$ cat src/rtl/kscd_pkg.sv
// ----------------------------------------------------------------------------
// Keyboard scan code decoder package
// Widths, scan-code constants, register indexes and the multi-byte sequence
// table that the decoder matches against.
// ----------------------------------------------------------------------------
package kscd_pkg;

   localparam int unsigned SCAN_W     = 8;
   localparam int unsigned CODE_W     = 8;
   localparam int unsigned TICK_W     = 32;
   localparam int unsigned POS_W      = 4;
   localparam int unsigned CSR_IDX_W  = 2;
   localparam int unsigned MAP_DEPTH  = 256;
   localparam int unsigned MAP_ADDR_W = $clog2(MAP_DEPTH);

   typedef logic [SCAN_W-1:0]     scan_type;
   typedef logic [CODE_W-1:0]     code_type;
   typedef logic [TICK_W-1:0]     tick_type;
   typedef logic [POS_W-1:0]      pos_type;
   typedef logic [CSR_IDX_W-1:0]  csr_idx_type;
   typedef logic [MAP_ADDR_W-1:0] map_addr_type;

   // Register indexes on the configuration port.
   localparam csr_idx_type CSR_PRINT_SCREEN_KEYCODE = CSR_IDX_W'(0);
   localparam csr_idx_type CSR_PAUSE_KEYCODE        = CSR_IDX_W'(1);

   // Register reset values.
   localparam code_type PRINT_SCREEN_RESET = 8'd183;
   localparam code_type PAUSE_RESET        = 8'd197;

   // Prefix bytes.
   localparam scan_type SCAN_EXT   = 8'hE0;
   localparam scan_type SCAN_PAUSE = 8'hE1;

   // Sequence positions: 1..3 inside Print Screen, 5..9 inside Pause.
   localparam pos_type SEQ_IDLE        = POS_W'(0);
   localparam pos_type SEQ_PS_FIRST    = POS_W'(1);
   localparam pos_type SEQ_PS_LAST     = POS_W'(3);
   localparam pos_type SEQ_GAP         = POS_W'(4);
   localparam pos_type SEQ_PAUSE_FIRST = POS_W'(5);
   localparam pos_type SEQ_PAUSE_LAST  = POS_W'(9);
   localparam pos_type SEQ_END         = POS_W'(10);

   // Expected byte at each sequence position.
   function automatic scan_type seq_byte(input pos_type pos);
      scan_type b;
      unique case (pos)
         4'd0:    b = 8'hE0;
         4'd1:    b = 8'h2A;
         4'd2:    b = 8'hE0;
         4'd3:    b = 8'h37;
         4'd4:    b = 8'hE1;
         4'd5:    b = 8'h1D;
         4'd6:    b = 8'h45;
         4'd7:    b = 8'hE1;
         4'd8:    b = 8'h9D;
         4'd9:    b = 8'hC5;
         default: b = 8'h00;
      endcase
      return b;
   endfunction

endpackage

$ cat src/rtl/keyboard_scan_code_decoder.sv
// ----------------------------------------------------------------------------
// Keyboard scan code decoder
// Decodes set-1 scan bytes into key press and release events, matching the
// Print Screen and Pause sequences and suppressing typematic repeats.
// ----------------------------------------------------------------------------
//
//  Channel   Direction  Handshake            Payload
//  req_      in         req_valid/req_ready  req_scan_byte, req_tick_in
//  rsp_      out        rsp_valid/rsp_ready  rsp_key_code, rsp_is_release,
//                                            rsp_tick_out
//  csr_      in         csr_valid/csr_ready  csr_index, csr_wdata
//
// One scan byte can be taken every cycle unless req_ready is held low. A byte
// that yields a key candidate passes through the lookup stage, where the
// key-down map bit read at transfer time is checked, and then lands in the
// output register that drives the event. The key-down map has a single read
// and a single write port, each used at most once per byte.
// After reset all 256 map entries are swept to zero, one entry per cycle,
// while req_ready stays low; configuration writes are taken at all
// times. A stalled output holds the lookup stage, which in turn holds off
// new input transfers.
// ----------------------------------------------------------------------------
module keyboard_scan_code_decoder
   import kscd_pkg::*;
(
   input  logic        clock,
   input  logic        reset,

   input  logic        req_valid,
   output logic        req_ready,
   input  scan_type    req_scan_byte,
   input  tick_type    req_tick_in,

   output logic        rsp_valid,
   input  logic        rsp_ready,
   output code_type    rsp_key_code,
   output logic        rsp_is_release,
   output tick_type    rsp_tick_out,

   input  logic        csr_valid,
   output logic        csr_ready,
   input  csr_idx_type csr_index,
   input  code_type    csr_wdata
);

   // Configuration registers.
   code_type     ps_code_ff, ps_code_in;
   code_type     pause_code_ff, pause_code_in;

   // Sequence tracking.
   logic         ext_ff, ext_in;
   pos_type      pos_ff, pos_in;

   // Clearing sweep of the key-down map after reset.
   logic         clearing_ff, clearing_in;
   map_addr_type clr_addr_ff, clr_addr_in;

   // Lookup stage.
   logic         s1_valid_ff, s1_valid_in;
   code_type     s1_code_ff;
   logic         s1_release_ff;
   tick_type     s1_tick_ff;
   logic         s1_bit_ff;

   // Output register.
   logic         rsp_valid_ff, rsp_valid_in;
   code_type     rsp_code_ff;
   logic         rsp_release_ff;
   tick_type     rsp_tick_ff;

   // Key-down map.
   logic         key_map [MAP_DEPTH];

   logic         req_fire;
   logic         s1_fire;
   logic         s1_emit;
   logic         s1_wr_data;
   logic         seq_match;
   logic         key_cand;
   code_type     cand_code;
   logic         cand_release;
   logic         map_we;
   map_addr_type map_waddr;
   logic         map_wdata;
   logic         fwd_hit;

   // ---------------------------------------------------------------------
   // Handshakes
   // ---------------------------------------------------------------------
   // The lookup stage moves on when the output register is empty or is
   // being drained in this cycle; a byte without an event simply drops out.
   assign s1_fire   = s1_valid_ff && (!rsp_valid_ff || rsp_ready);
   assign req_ready = !clearing_ff && (!s1_valid_ff || s1_fire);
   assign req_fire  = req_valid && req_ready;
   assign csr_ready = 1'b1;

   // ---------------------------------------------------------------------
   // Sequence decode at input transfer time
   // ---------------------------------------------------------------------
   assign seq_match = (pos_ff != SEQ_IDLE) && (pos_ff < SEQ_END) && (pos_ff != SEQ_GAP)
                      && (req_scan_byte == seq_byte(pos_ff));

   always_comb begin
      ext_in       = ext_ff;
      pos_in       = pos_ff;
      key_cand     = 1'b0;
      cand_code    = {ext_ff, req_scan_byte[SCAN_W-2:0]};
      cand_release = req_scan_byte[SCAN_W-1];
      if (req_fire) begin
         priority if (pos_ff == SEQ_IDLE && req_scan_byte == SCAN_EXT) begin
            // Extended prefix, which may also open Print Screen.
            ext_in = 1'b1;
            pos_in = SEQ_PS_FIRST;
         end else if (pos_ff == SEQ_IDLE && req_scan_byte == SCAN_PAUSE) begin
            pos_in = SEQ_PAUSE_FIRST;
         end else if (seq_match && pos_ff == SEQ_PS_LAST) begin
            pos_in       = SEQ_IDLE;
            ext_in       = 1'b0;
            key_cand     = 1'b1;
            cand_code    = ps_code_ff;
            cand_release = 1'b0;
         end else if (seq_match && pos_ff == SEQ_PAUSE_LAST) begin
            pos_in       = SEQ_IDLE;
            key_cand     = 1'b1;
            cand_code    = pause_code_ff;
            cand_release = 1'b0;
         end else if (seq_match) begin
            pos_in = pos_ff + POS_W'(1);
         end else begin
            // Ordinary byte, or a broken sequence decoded as an ordinary key
            // with whatever extended flag is pending.
            pos_in   = SEQ_IDLE;
            ext_in   = 1'b0;
            key_cand = 1'b1;
         end
      end
   end

   // ---------------------------------------------------------------------
   // Lookup stage: decide the event and the map update
   // ---------------------------------------------------------------------
   // A release always gives an event and clears the bit. A press of a key
   // already down gives nothing; a new press sets the bit unless it is the
   // Pause key.
   assign s1_emit    = s1_release_ff || !s1_bit_ff;
   assign s1_wr_data = !s1_release_ff && (s1_bit_ff || (s1_code_ff != pause_code_ff));

   assign s1_valid_in = (req_fire && key_cand) ? 1'b1 : (s1_fire ? 1'b0 : s1_valid_ff);
   assign rsp_valid_in = s1_fire ? s1_emit : (rsp_valid_ff && !rsp_ready);

   // ---------------------------------------------------------------------
   // Map write port: clearing sweep or the lookup stage's write-back
   // ---------------------------------------------------------------------
   always_comb begin
      if (clearing_ff) begin
         map_we    = 1'b1;
         map_waddr = clr_addr_ff;
         map_wdata = 1'b0;
      end else begin
         map_we    = s1_fire;
         map_waddr = s1_code_ff;
         map_wdata = s1_wr_data;
      end
   end

   // A byte taken in the same cycle as a write-back to the same key would
   // read the stale bit, so the written value is passed straight across.
   assign fwd_hit = map_we && (map_waddr == cand_code);

   assign clr_addr_in = clearing_ff ? clr_addr_ff + MAP_ADDR_W'(1) : clr_addr_ff;
   assign clearing_in = clearing_ff && (clr_addr_ff != map_addr_type'(MAP_DEPTH - 1));

   // ---------------------------------------------------------------------
   // Configuration writes; indexes beyond the list are ignored.
   // ---------------------------------------------------------------------
   always_comb begin
      ps_code_in    = ps_code_ff;
      pause_code_in = pause_code_ff;
      if (csr_valid && csr_ready) begin
         if (csr_index == CSR_PRINT_SCREEN_KEYCODE) begin
            ps_code_in = csr_wdata;
         end else if (csr_index == CSR_PAUSE_KEYCODE) begin
            pause_code_in = csr_wdata;
         end
      end
   end

   // ---------------------------------------------------------------------
   // Registers
   // ---------------------------------------------------------------------
   always_ff @(posedge clock) begin
      if (reset) begin
         ps_code_ff    <= PRINT_SCREEN_RESET;
         pause_code_ff <= PAUSE_RESET;
         ext_ff        <= 1'b0;
         pos_ff        <= SEQ_IDLE;
         clearing_ff   <= 1'b1;
         clr_addr_ff   <= '0;
         s1_valid_ff   <= 1'b0;
         rsp_valid_ff  <= 1'b0;
      end else begin
         ps_code_ff    <= ps_code_in;
         pause_code_ff <= pause_code_in;
         ext_ff        <= ext_in;
         pos_ff        <= pos_in;
         clearing_ff   <= clearing_in;
         clr_addr_ff   <= clr_addr_in;
         s1_valid_ff   <= s1_valid_in;
         rsp_valid_ff  <= rsp_valid_in;
      end
   end

   always_ff @(posedge clock) begin
      if (req_fire && key_cand) begin
         s1_code_ff    <= cand_code;
         s1_release_ff <= cand_release;
         s1_tick_ff    <= req_tick_in;
      end
      if (s1_fire) begin
         rsp_code_ff    <= s1_code_ff;
         rsp_release_ff <= s1_release_ff;
         rsp_tick_ff    <= s1_tick_ff;
      end
   end

   // Key-down map: one synchronous read and one write port.
   always_ff @(posedge clock) begin
      if (map_we) begin
         key_map[map_waddr] <= map_wdata;
      end
      if (req_fire && key_cand) begin
         s1_bit_ff <= fwd_hit ? map_wdata : key_map[cand_code];
      end
   end

   assign rsp_valid      = rsp_valid_ff;
   assign rsp_key_code   = rsp_code_ff;
   assign rsp_is_release = rsp_release_ff;
   assign rsp_tick_out   = rsp_tick_ff;

   // ---------------------------------------------------------------------
   // Assertions
   // ---------------------------------------------------------------------
   a_no_input_while_clearing: assert property (@(posedge clock) disable iff (reset)
      clearing_ff |-> !req_ready)
      else $error("input transfer possible during map clearing");

   a_stage_holds: assert property (@(posedge clock) disable iff (reset)
      (s1_valid_ff && !s1_fire) |=> (s1_valid_ff && $stable(s1_code_ff)
                                     && $stable(s1_bit_ff)))
      else $error("lookup stage lost or changed a stalled item");

   a_forwarding: assert property (@(posedge clock) disable iff (reset)
      (req_fire && key_cand && s1_fire && (s1_code_ff == cand_code))
      |=> (s1_bit_ff == $past(s1_wr_data)))
      else $error("map write-back not forwarded to the following lookup");

   a_pos_reachable: assert property (@(posedge clock) disable iff (reset)
      (pos_ff != SEQ_GAP) && (pos_ff < SEQ_END))
      else $error("sequence position took an unreachable value");

endmodule
$ cat config.mk
export PLATFORM = sky130hd
export DESIGN_NAME = keyboard_scan_code_decoder
export DESIGN_NICKNAME = d
export VERILOG_FILES = /design/src/rtl/kscd_pkg.sv /design/src/rtl/keyboard_scan_code_decoder.sv
export SDC_FILE = /design/constraint.sdc
export NUM_CORES = 1
export LEC_CHECK = 0
export BUFFER_PORTS_ARGS = -buffer_cell sky130_fd_sc_hd__buf_2
export CAP_MARGIN = 20
export CORE_MARGIN = 4
export CORE_UTILIZATION = 59
export CTS_CLUSTER_DIAMETER = 150
export DETAILED_ROUTE_END_ITERATION = 12
export GPL_TIMING_DRIVEN = 1
export PLACE_DENSITY_LB_ADDON = 0.3
export SLEW_MARGIN = 20
export SYNTH_ARGS = -nofsm -noshare
export SYNTH_HDL_FRONTEND = slang
export SYNTH_SLANG_ARGS = --single-unit
$ cat constraint.sdc
create_clock -name clock -period 18.6 [get_ports clock]
set_input_delay 0.93 -clock clock [delete_from_list [all_inputs] [get_ports clock]]
set_output_delay 0.93 -clock clock [all_outputs]
set_load 0.005 [all_outputs]
* After elaboration in Yosys (flattened, before gate mapping)
Memories as Yosys holds them, arrays and structs flattened. A register that Yosys moved wholly into a read port is not among the register bits.
Cells that the tools add are included.
** Storage, ports and cells
- Bits in writable memories :: 256
- Bits in read-only memories :: 128
- Output and inout bits :: 44
- Input port bits :: 55
- Memories :: 2
- Flip-flop bits (word level) :: 114
- Word-level logic and storage cells :: 99
** Cells by class
- Magnitude comparators :: 1
- Muxes and demuxes :: 36
- $add $sub $neg :: 2
- Equality and inequality tests :: 12
- Reduce and logical (&&, ||, !) cells :: 31
- Bitwise gates (word level) :: 1
** Memories
- key_map :: words 256, bits a word 1, read ports 1, clocked after memory_dff 1, wr ports 1, line keyboard_scan_code_decoder.sv:72 : logic key_map [MAP_DEPTH];
- (no name shown) :: words 16, bits a word 8, read ports 1, clocked after memory_dff 1, wr ports 0, line kscd_pkg.sv:47 : unique case (pos)
** Operator list (count)
- 8-bit 2-to-1 mux :: 6
- 4-bit 2-to-1 mux :: 7
- 1-bit 2-to-1 mux :: 23
- 8-bit equality test (second input constant) :: 2
- 1-bit logical AND :: 14
- 8-bit by 1-bit adder with 8-bit output (second input constant) :: 1
- 8-bit equality test :: 1
- 8-bit inequality test :: 1
- 8-bit inequality test (second input constant) :: 1
- 1-bit zero test :: 6
- 4-bit by 1-bit adder with 4-bit output (second input constant) :: 1
- 4-bit by 2-bit equality test with 1-bit output (second input constant) :: 1
- 4-bit equality test (second input constant) :: 1
- 4-bit zero test :: 1
- 1-bit logical OR :: 4
- 4-bit < comparator (second input constant) :: 1
- 4-bit by 3-bit inequality test with 1-bit output (second input constant) :: 1
- 4-bit AND reduction :: 1
- 4-bit nonzero test :: 1
- 3-bit by 1-bit inequality test with 1-bit output (second input constant) :: 1
- 3-bit inequality test (second input constant) :: 1
- 3-bit AND reduction :: 1
- 2-bit by 1-bit equality test with 1-bit output (second input constant) :: 1
- 2-bit zero test :: 1
- other kinds (4) :: 4

* Longest topological paths before layout
Gate-level depths: netlist (run 1).
- Word-level depth :: 12
- Gate-level depth with buffers :: 16
- Gate-level depth less buffers :: 14

* Least setup slack after synthesis (run 1)
OpenSTA, ideal clock, no wires.
- Path kind :: register to register
- Start point :: register s1_code_ff[2]
- End point :: memory key_map[0], data pin
- Required time :: 16.167 ns
- Data arrival time :: 11.918 ns
- Setup time :: 2.433 ns
- Stages on the path, launching flop included :: 3
- Setup slack :: 4.249 ns
- Period minus slack after synthesis :: 14.351 ns
- Path buffers :: 0
- Cells stage by stage :: edfxtp_1 > xnor2_1 > a311oi_1
** Between the ends
- Word-level cells in the longest chain between the ends :: 4
** Ends and longest elaborated chain
- start, declared :: line keyboard_scan_code_decoder.sv:60 : code_type s1_code_ff;
- start signal, assigned :: line keyboard_scan_code_decoder.sv:215 : s1_code_ff <= cand_code;
- 8-bit inequality test :: line keyboard_scan_code_decoder.sv:146 : assign s1_wr_data = !s1_release_ff && (s1_bit_ff || (s1_code_ff != pause_code_ff));
- 1-bit logical OR :: line keyboard_scan_code_decoder.sv:146
- 1-bit logical AND :: line keyboard_scan_code_decoder.sv:146
- 1-bit 2-to-1 mux :: line keyboard_scan_code_decoder.sv:155 : if (clearing_ff) begin
- net map_wdata :: line keyboard_scan_code_decoder.sv:84 : logic map_wdata;
- end, declared :: line keyboard_scan_code_decoder.sv:72
The timed path passes the listed nets, and every way through them passes these cells.

* Final worst setup path (run 1)
- Start point :: register pos_ff[1]
- End point :: register s1_bit_ff, read port of key_map, data pin
** Between the ends
- Word-level cells in the longest chain between the ends :: 11
- Elaborated cells on any way between the ends :: 25
- Those cells by class :: order compare: 1; eq/ne: 3; mux: 11; reduce/logical: 10
** Ends and longest elaborated chain
- start, declared :: line keyboard_scan_code_decoder.sv:52 : pos_type pos_ff, pos_in;
- start signal, assigned :: line keyboard_scan_code_decoder.sv:205 : pos_ff <= pos_in;
- 4-bit < comparator or 4-bit nonzero test (tied branches) :: line keyboard_scan_code_decoder.sv:100 : assign seq_match = (pos_ff != SEQ_IDLE) && (pos_ff < SEQ_END) && (pos_ff != SEQ_GAP)
- 1-bit logical AND (2 in a row) :: line keyboard_scan_code_decoder.sv:100
- 1-bit logical AND :: line keyboard_scan_code_decoder.sv:101 : && (req_scan_byte == seq_byte(pos_ff));
- 1-bit 2-to-1 mux or 1-bit logical AND (tied branches) :: line keyboard_scan_code_decoder.sv:127, keyboard_scan_code_decoder.sv:122
- 1-bit 2-to-1 mux :: line keyboard_scan_code_decoder.sv:122 : end else if (seq_match && pos_ff == SEQ_PAUSE_LAST) begin
- 1-bit 2-to-1 mux :: line keyboard_scan_code_decoder.sv:116 : end else if (seq_match && pos_ff == SEQ_PS_LAST) begin
- 1-bit 2-to-1 mux :: line keyboard_scan_code_decoder.sv:114 : end else if (pos_ff == SEQ_IDLE && req_scan_byte == SCAN_PAUSE) begin
- 1-bit 2-to-1 mux :: line keyboard_scan_code_decoder.sv:110 : priority if (pos_ff == SEQ_IDLE && req_scan_byte == SCAN_EXT) begin
- 1-bit 2-to-1 mux :: line keyboard_scan_code_decoder.sv:109 : if (req_fire) begin
- 1-bit logical AND :: line keyboard_scan_code_decoder.sv:231 : if (req_fire && key_cand) begin
- end, declared :: line keyboard_scan_code_decoder.sv:63 : logic s1_bit_ff;
Parallel ways exist; a longest one is shown, timed or not.
A chain may end at the register's enable or synchronous reset.

==> results.md, run 1 <==
* Post-synth ARST share at 0
* Largest cells by area after synthesis: edfxtp_1, nor2_1, dfxtp_1, nand2_1, mux2i_1
* Ratio of cells with drive above 1 in the final layout at 0.1387
* RR Endpoint: s1_bit_ff
* Root buffer cell: clkbuf_16
* Reg2reg path depth at 13
* Post-DP HPWL at 24580 µm
* Hold path start: s1_tick_ff[0]
* Top-count cell post-synth: edfxtp_1
* I/O pin count at 99
* Final instance area at 0.01856 mm²
* Final setup vio count at 0
* Nets at about 1500
* GR peak layer: met2
* Largest net degree at the start of global routing at 258
* Drt first pass iters at 6
* Mean Syn Cell Area at 12.00 µm²
* CTS Buf Count at 40
* Netlist cell types at 87
* Gr usage total at 0.2658
* # hold bufs at CTS at 0
* Pwr dens at 94.56 mW/mm²
* Die Ht at 175.9 µm
* Met1 usage at 0.3670
* Worst hold path endpoint: rsp_tick_out[0]
* Flops & latches, synth at 379
* CTS tree: built
* Final Max Tran Viols at 0
* Ys Warns at 0
* H-tree Lvls at 2
* Row count at 61
* Antenna Nets Post-Route at 0
* Final hold violation count at 0
* Fin crit period at 5236 ps
* Post-Syn Area at 0.01662 mm²
* Hold path depth at 0
* Net Count, Synth at 1448
* Register area share after synthesis at 0.6605
* Clock Pin Slew Worst Setup and Hold Paths at 60 ps
* Slew margin rel. at 0.2137
* Via density at just over 6
* Worst reg2reg setup slack at 13360 ps
* VDD IR max at 0.00007065 V
* Synth area leader: edfxtp_1
* Max Cap Viol at 0
* Die width at 175.9 µm
* Worst R2R Start: pos_ff[1]
* RSZ-0062 raised after global routing: no
* CP endpoint kind: flip-flop
* Crit path cell chain: ha_1 -> or3b_1 -> o22ai_1 -> nand4_1 -> nand2_4 -> buf_4 -> nand2_1 -> a32o_1 -> o311ai_0 -> and4b_1 -> a41oi_1 -> o2111ai_1 -> nand3_1
* Vias in the first global route at 11200
* Slowest cell on the critical path: buf_4
* Resized Gates After CTS at 0
* Most used DFF post-synth: edfxtp_1
* Syn Inst Count at 1385
* EDFF count, synth at 339
* Share of the synthesized area in the top cell type at 0.6124
* Run status: finished, final reports clean
* Initial antenna violation count at 0
* Met2 global-route usage at 0.4135
* Clock Latency Late Sink at 530 ps
* Via count at 11550
* First-pass GRT wire length at 63450 µm
* Routed WL per cell at 22.60 µm
* Area after DPL at 0.01732 mm²
* Area delta synth->final at 11.67%
* PortBufs at 97
* Max incr delay on CP at 750 ps
* Top cells by count, synth: edfxtp_1, nor2_1, nand2_1
* FILL cells at approximately 2100
* Starting Density at 0.5984
* Leakage at 6.683 nW
* Post-CTS setup buffer count at 0
* Antenna diode count at 0
* Grt ovf at 0
* Actual slew at the worst max-slew pin at 1178 ps
* CTS sink cnt at 379
* Core Area at 0.02778 mm²
* # DRC at 0
* Setup Crit Path Kind: flip-flop to flip-flop
* Required time worst endpoint at 18990 ps
* Initial DRC Count at 1584
* Crit start category: flip-flop
* Worst hold path class: flip-flop to flip-flop
* Worst path arrival time at 5630 ps
* Max FO, Critical Path at 59
* Setup TNS at 0 ps
* Tcrit/Tclk final at 0.2815
* Max clock buf depth at 3
* Setup Skew at between 10 and 15 ps
* Total Routed Length at around 42000 µm
* Die area at 0.03093 mm²
* RePlAce Congestion at just under 0.9
* Met3 global-route usage at 0.06371
* F_max at 0.1910 GHz
## per-layer routing
metal / routed length, µm / part of all wire / vias up
li1: - / - / 5135
met1: 16470 / 0.39 / 5559
met2: 19060 / 0.45 / 715
met3: 4638 / 0.11 / 140
met4: 1772 / 0.042 / 0
met5: 0 / 0 / -
## sequential cells by signal, indices dropped and copies added, names as in the netlist, named ones only
signal and flops:
rsp_valid 1, ext_ff 1, ps_code_ff 8, pause_code_ff 8, rsp_tick_out 32, clr_addr_ff 8, s1_bit_ff 1, rsp_key_code 8
rsp_is_release 1, s1_valid_ff 1, s1_tick_ff 32, pos_ff 4, key_map 256, clearing_ff 1, s1_release_ff 1, s1_code_ff 8
## layout by cell type (no fill, tap or decap), drive strengths merged, types with 13 or more instances in the layout
| master | n |
|---|---|
| xnor2 | 23 |
| nand2 | 176 |
| nand4 | 15 |
| inv | 32 |
| a21oi | 34 |
| nor2 | 303 |
| edfxtp | 339 |
| mux2i | 52 |
| buf | 107 |
| nand3 | 35 |
| clkbuf | 53 |
| o211ai | 13 |
| mux2 | 15 |
| o22ai | 13 |
| dfxtp | 40 |
## kinds of logic after synthesis
logic type,count (synthesis),synth area share
and+or+nand+nor,598,0.1561
other,1,0.0002256
DFF,379,0.6605
buffers and inverters,116,0.03056
AOI/OAI and AO/OA,185,0.08874
muxes,67,0.04147
xor gates and xnor gates,31,0.01633
adders and majority gates,8,0.006022
## worst max-delay path, delay by kind of cell, from the launching register on
family / cells / cell delay [ps]
flip-flops: 1 / 430
AND/OR/NAND/NOR: 6 / 2060
buffers and inverters: 1 / 750
AO/OA/AOI/OAI: 5 / 1550
adder cells (fa/ha/maj): 1 / 270
## worst max-delay path by stage
stage / to / cells after the start / start
5_1_grt: s1_bit_ff / 13 / pos_ff[1]
3_3_place_gp: s1_bit_ff / 14 / req_valid
4_1_cts: s1_bit_ff / 13 / pos_ff[1]
3_5_place_dp: s1_bit_ff / 13 / req_scan_byte[1]
2_1_floorplan: key_map[0] / 2 / s1_code_ff[2]
6_report: s1_bit_ff / 13 / pos_ff[1]
## power breakdown
group	total [W]	internal [W]	switching (W)
clock	0.000759	0.000441	0.000318
combinational	0.0000758	0.0000237	0.0000521
sequential	0.000921	0.000918	0.00000281
## stage by stage
step	utilization	cells	setup slack [ps]	hold slack [ps]	power, W
final	0.6682	1856	13360	412.2	0.001755
after detailed placement	0.6233	1784	13160	404.5	0.001012
after global routing	0.6682	1856	13170	416.4	0.001805
after floorplan	-	1385	4249	400.3	0.0009849
after global placement	0.6233	1784	13290	400.8	0.001011
after CTS	0.6681	1856	13480	415.0	0.001763
## area by class of cell
type	instances	area (µm²)	area share
sequential	379	10980	0.5915
clock inverter	19	153.9	0.008290
clock buffer	53	1091	0.05877
multi-input combinational	890	5177	0.2789
tap	378	473.0	0.02548
timing repair buffer	107	573.1	0.03087
inverter	30	115.1	0.006201
Note: power is estimated with default switching activity, not from simulation.
==> run 2: changes to the inputs <==
- ABC_AREA: default -> 1
- clock period: 18.6 -> 4.9 ns (I/O delays scaled with it)
==> results.md, run 2 <==
* Final setup vio count at 0 (unchanged)
* Routed WL per cell at 19.17 µm (-15%)
* Buf+Inv Stages, Crit Path at 3 (+2)
* Max FO, Critical Path at 63 (+6.8%)
* Die Ht at 178.9 µm (+1.7%)
* Setup Skew at 14.96 ps (+2.022 ps)
* Antenna diode count at 0 (unchanged)
* Initial antenna violation count at 0 (unchanged)
* Max Cap Viol at 0 (unchanged)
* Syn Inst Count at 1744 (+26%)
* Flops & latches, synth at 379 (unchanged)
* Required time worst endpoint at 5180 ps (-13810 ps)
* Starting Density at 0.5989 (about the same)
* RePlAce Congestion at 0.8873 (+1.4%)
* Commonest non-fill, non-tap cells in the layout: edfxtp_1, nand2_1, nor2_1
* Largest net degree at the start of global routing at 244 (-5.4%)
* Tcrit/Tclk final at 0.8138 (+0.5323)
* Max incr delay on CP at 680 ps (-70 ps)
* Top delay family on crit path: simple AND/OR/NAND/NOR gates
* Ratio of cells with drive above 1 in the final layout at 0.1055 (-0.03321)
* CTS tree: built
* Worst path arrival time at 4270 ps (-1360 ps)
* F_max at 0.2508 GHz (+31%)
* First-pass GRT wire length at 67150 µm (+5.8%)
* Multi-input logic area at 0.005130 mm² (-0.92%)
* Leakage at 7.718 nW (+15%)
* Crit start category: flip-flop
* Slew margin rel. at 0.2114 (-0.002292)
* Total power at 0.006722 W (+280%)
* Clock Pin Slew Worst Setup and Hold Paths at 60 ps (about the same)
* Post-synth ARST share at 0 (unchanged)
* Slowest cell on the critical path: dfxtp_1
* Final Max Tran Viols at 0 (unchanged)
* Drt first pass iters at 6 (unchanged)
* Register area share after synthesis at 0.6370 (-0.02354)
* Share of the synthesized area in the top cell type at 0.5905 (-0.02182)
* Core Area at 0.02878 mm² (+3.6%)
* # DRC at 0 (unchanged)
* Most common cell after layout, fill and taps aside: edfxtp_1
* Fin util at 0.6812 (+0.01303)
* Worst hold path class: input pin to flip-flop
* Top cell by count, worst path: nand3_1
* # hold bufs at CTS at 40 (+40)
* Max FFs per register at 256 (unchanged)
* Net Count, Synth at 1807 (+25%)
* Top-count cell post-synth: edfxtp_1
* CTS Buf Count at 40 (unchanged)
* Setup Crit Path Kind: flip-flop to flip-flop
* Final hold violation count at 0 (unchanged)
* Top reg by flops: key_map
* Pwr dens at 342.9 mW/mm² (+260%)
* Fin crit period at 3988 ps (-1248 ps)
* Actual slew at the worst max-slew pin at 1180 ps (+2.475 ps)
* Setup TNS at 0 ps (unchanged)
* Via count at 12990 (+12%)
* PortBufs at 97 (unchanged)
* CTS sink cnt at 379 (unchanged)
* Max clock buf depth at 3 (unchanged)
* Die width at 178.9 µm (+1.7%)
* Root buffer cell: clkbuf_16
* EDFF count, synth at 339 (unchanged)
* Grt ovf at 0 (unchanged)
* Total Routed Length at 43350 µm (+3.4%)
* Area delta synth->final at 13.74%
* CP endpoint kind: flip-flop
* RSZ-0062 raised after global routing: no
* Via density at 5.746 (-7.7%)
* Run status: finished, final reports clean
* Initial DRC Count at 1952 (+23%)
* Reg area at 0.01098 mm² (unchanged)
* Post-CTS setup buffer count at 0 (unchanged)
* I/O pin count at 99 (unchanged)
* Row count at 62 (+1.6%)
* Post-DP HPWL at 24270 µm (-1.3%)
* FILL cells at 2196 (+5.4%)
* Vias in the first global route at 12710 (+13%)
* Gr usage total at 0.2702 (+0.004430)
* Most used DFF post-synth: edfxtp_1
* Post-Syn Area at 0.01724 mm² (+3.7%)
* Netlist cell types at 40 (-54%)
* Synth area leader: edfxtp_1
* Antenna Nets Post-Route at 0 (unchanged)
* Nets at 1908 (+26%)
* Crit path cell chain: inv_2 -> nand2_1 -> inv_2 -> nand2_2 -> nor2_4 -> nand4_4 -> nand2_4 -> nand2_4 -> buf_4 -> nand2_1 -> nand3_1 -> nand3_1 -> nand3_1 -> nand3_1 -> nand3_1 -> nand3_1 -> nand3_1 -> nand2_1 -> nand2_1 -> nand2_1
* Resized Gates After CTS at 0 (unchanged)
* Die area at 0.03202 mm² (+3.5%)
* VDD IR max at 0.0003917 V (+450%)
* Ys Warns at 0 (unchanged)
* H-tree Lvls at 2 (unchanged)
* Clock Latency Late Sink at 530 ps (about the same)
* Top cells by count, synth: edfxtp_1, nand2_1, nor2_1
* Largest cells by area after synthesis: edfxtp_1, nand3_1, nand2_1, nor2_1, dfxtp_1
* Mean Syn Cell Area at 9.884 µm² (-18%)
-- run 2: cell types whose count changed after synthesis, moves of 12 or more --
| cell | change |
|---|---|
| mux2i_1 | -52 |
| o21ai_0 | +13 |
| nand2_1 | +143 |
| a211o_1 | -12 |
| inv_1 | +147 |
| nand3b_1 | +68 |
| a21oi_1 | -22 |
| nor2b_1 | -12 |
| nand3_1 | +209 |
-- run 2: logic make-up after synthesis --
kind of cell / synth area share
DFF: 0.6370
buffers and inverters: 0.06721
and+or+nand+nor: 0.2549
AOI/OAI and AO/OA: 0.02620
xor gates and xnor gates: 0.008637
adders and majority gates: 0.005807
other: 0.0002175
-- run 2: worst paths after layout --
kind,start,endpoint,slack (ps),depth (start not counted)
hold / removal,rsp_ready,rsp_valid,30,4
setup reg to reg,clearing_ff,s1_bit_ff,910,20
hold reg to reg,s1_tick_ff[7],rsp_tick_out[7],420,0
setup / recovery,clearing_ff,s1_bit_ff,910,20
-- run 2: power breakdown --
group	switching [W]	internal, W
clock	0.00121	0.00166
sequential	0.00000835	0.00348
combinational	0.000237	0.000121
total	0.00146	0.00526
-- run 2: area by class of cell --
type,instances,area share
clock buffer,52,0.05495
clock inverter,22,0.008168
inverter,186,0.03574
multi-input combinational,1083,0.2616
sequential,379,0.5600
tap,384,0.02451
timing repair buffer,155,0.05495
-- run 2: metal layers --
layer | track usage | wire length, µm | vias up
met1 | 0.3596 | 16740 | 6130
met2 | 0.4509 | 20550 | 719
met3 | 0.04302 | 4366 | 119
met5 | 0 | 0 | -
li1 | - | - | 6023
met4 | 0.1023 | 1689 | 0
-- run 2: worst min-delay path: cells and delay by family --
kind                   cells  cell delay, ps
AOI/OAI and AO/OA          1              60
buffers and inverters      2             130
and+or+nand+nor            1              70
-- run 2: metrics by stage --
step                      setup WS [ps]  cells  hold slack, ps  instance area (µm²)
after floorplan                   8.620   1744           343.9                17250
after global placement             1083   2144           400.5                17910
after detailed placement          997.0   2146           404.5                17950
after CTS                         979.7   2260           9.728                19590
after global routing              474.2   2261           49.07                19610
final                             912.1   2261           33.74                19610
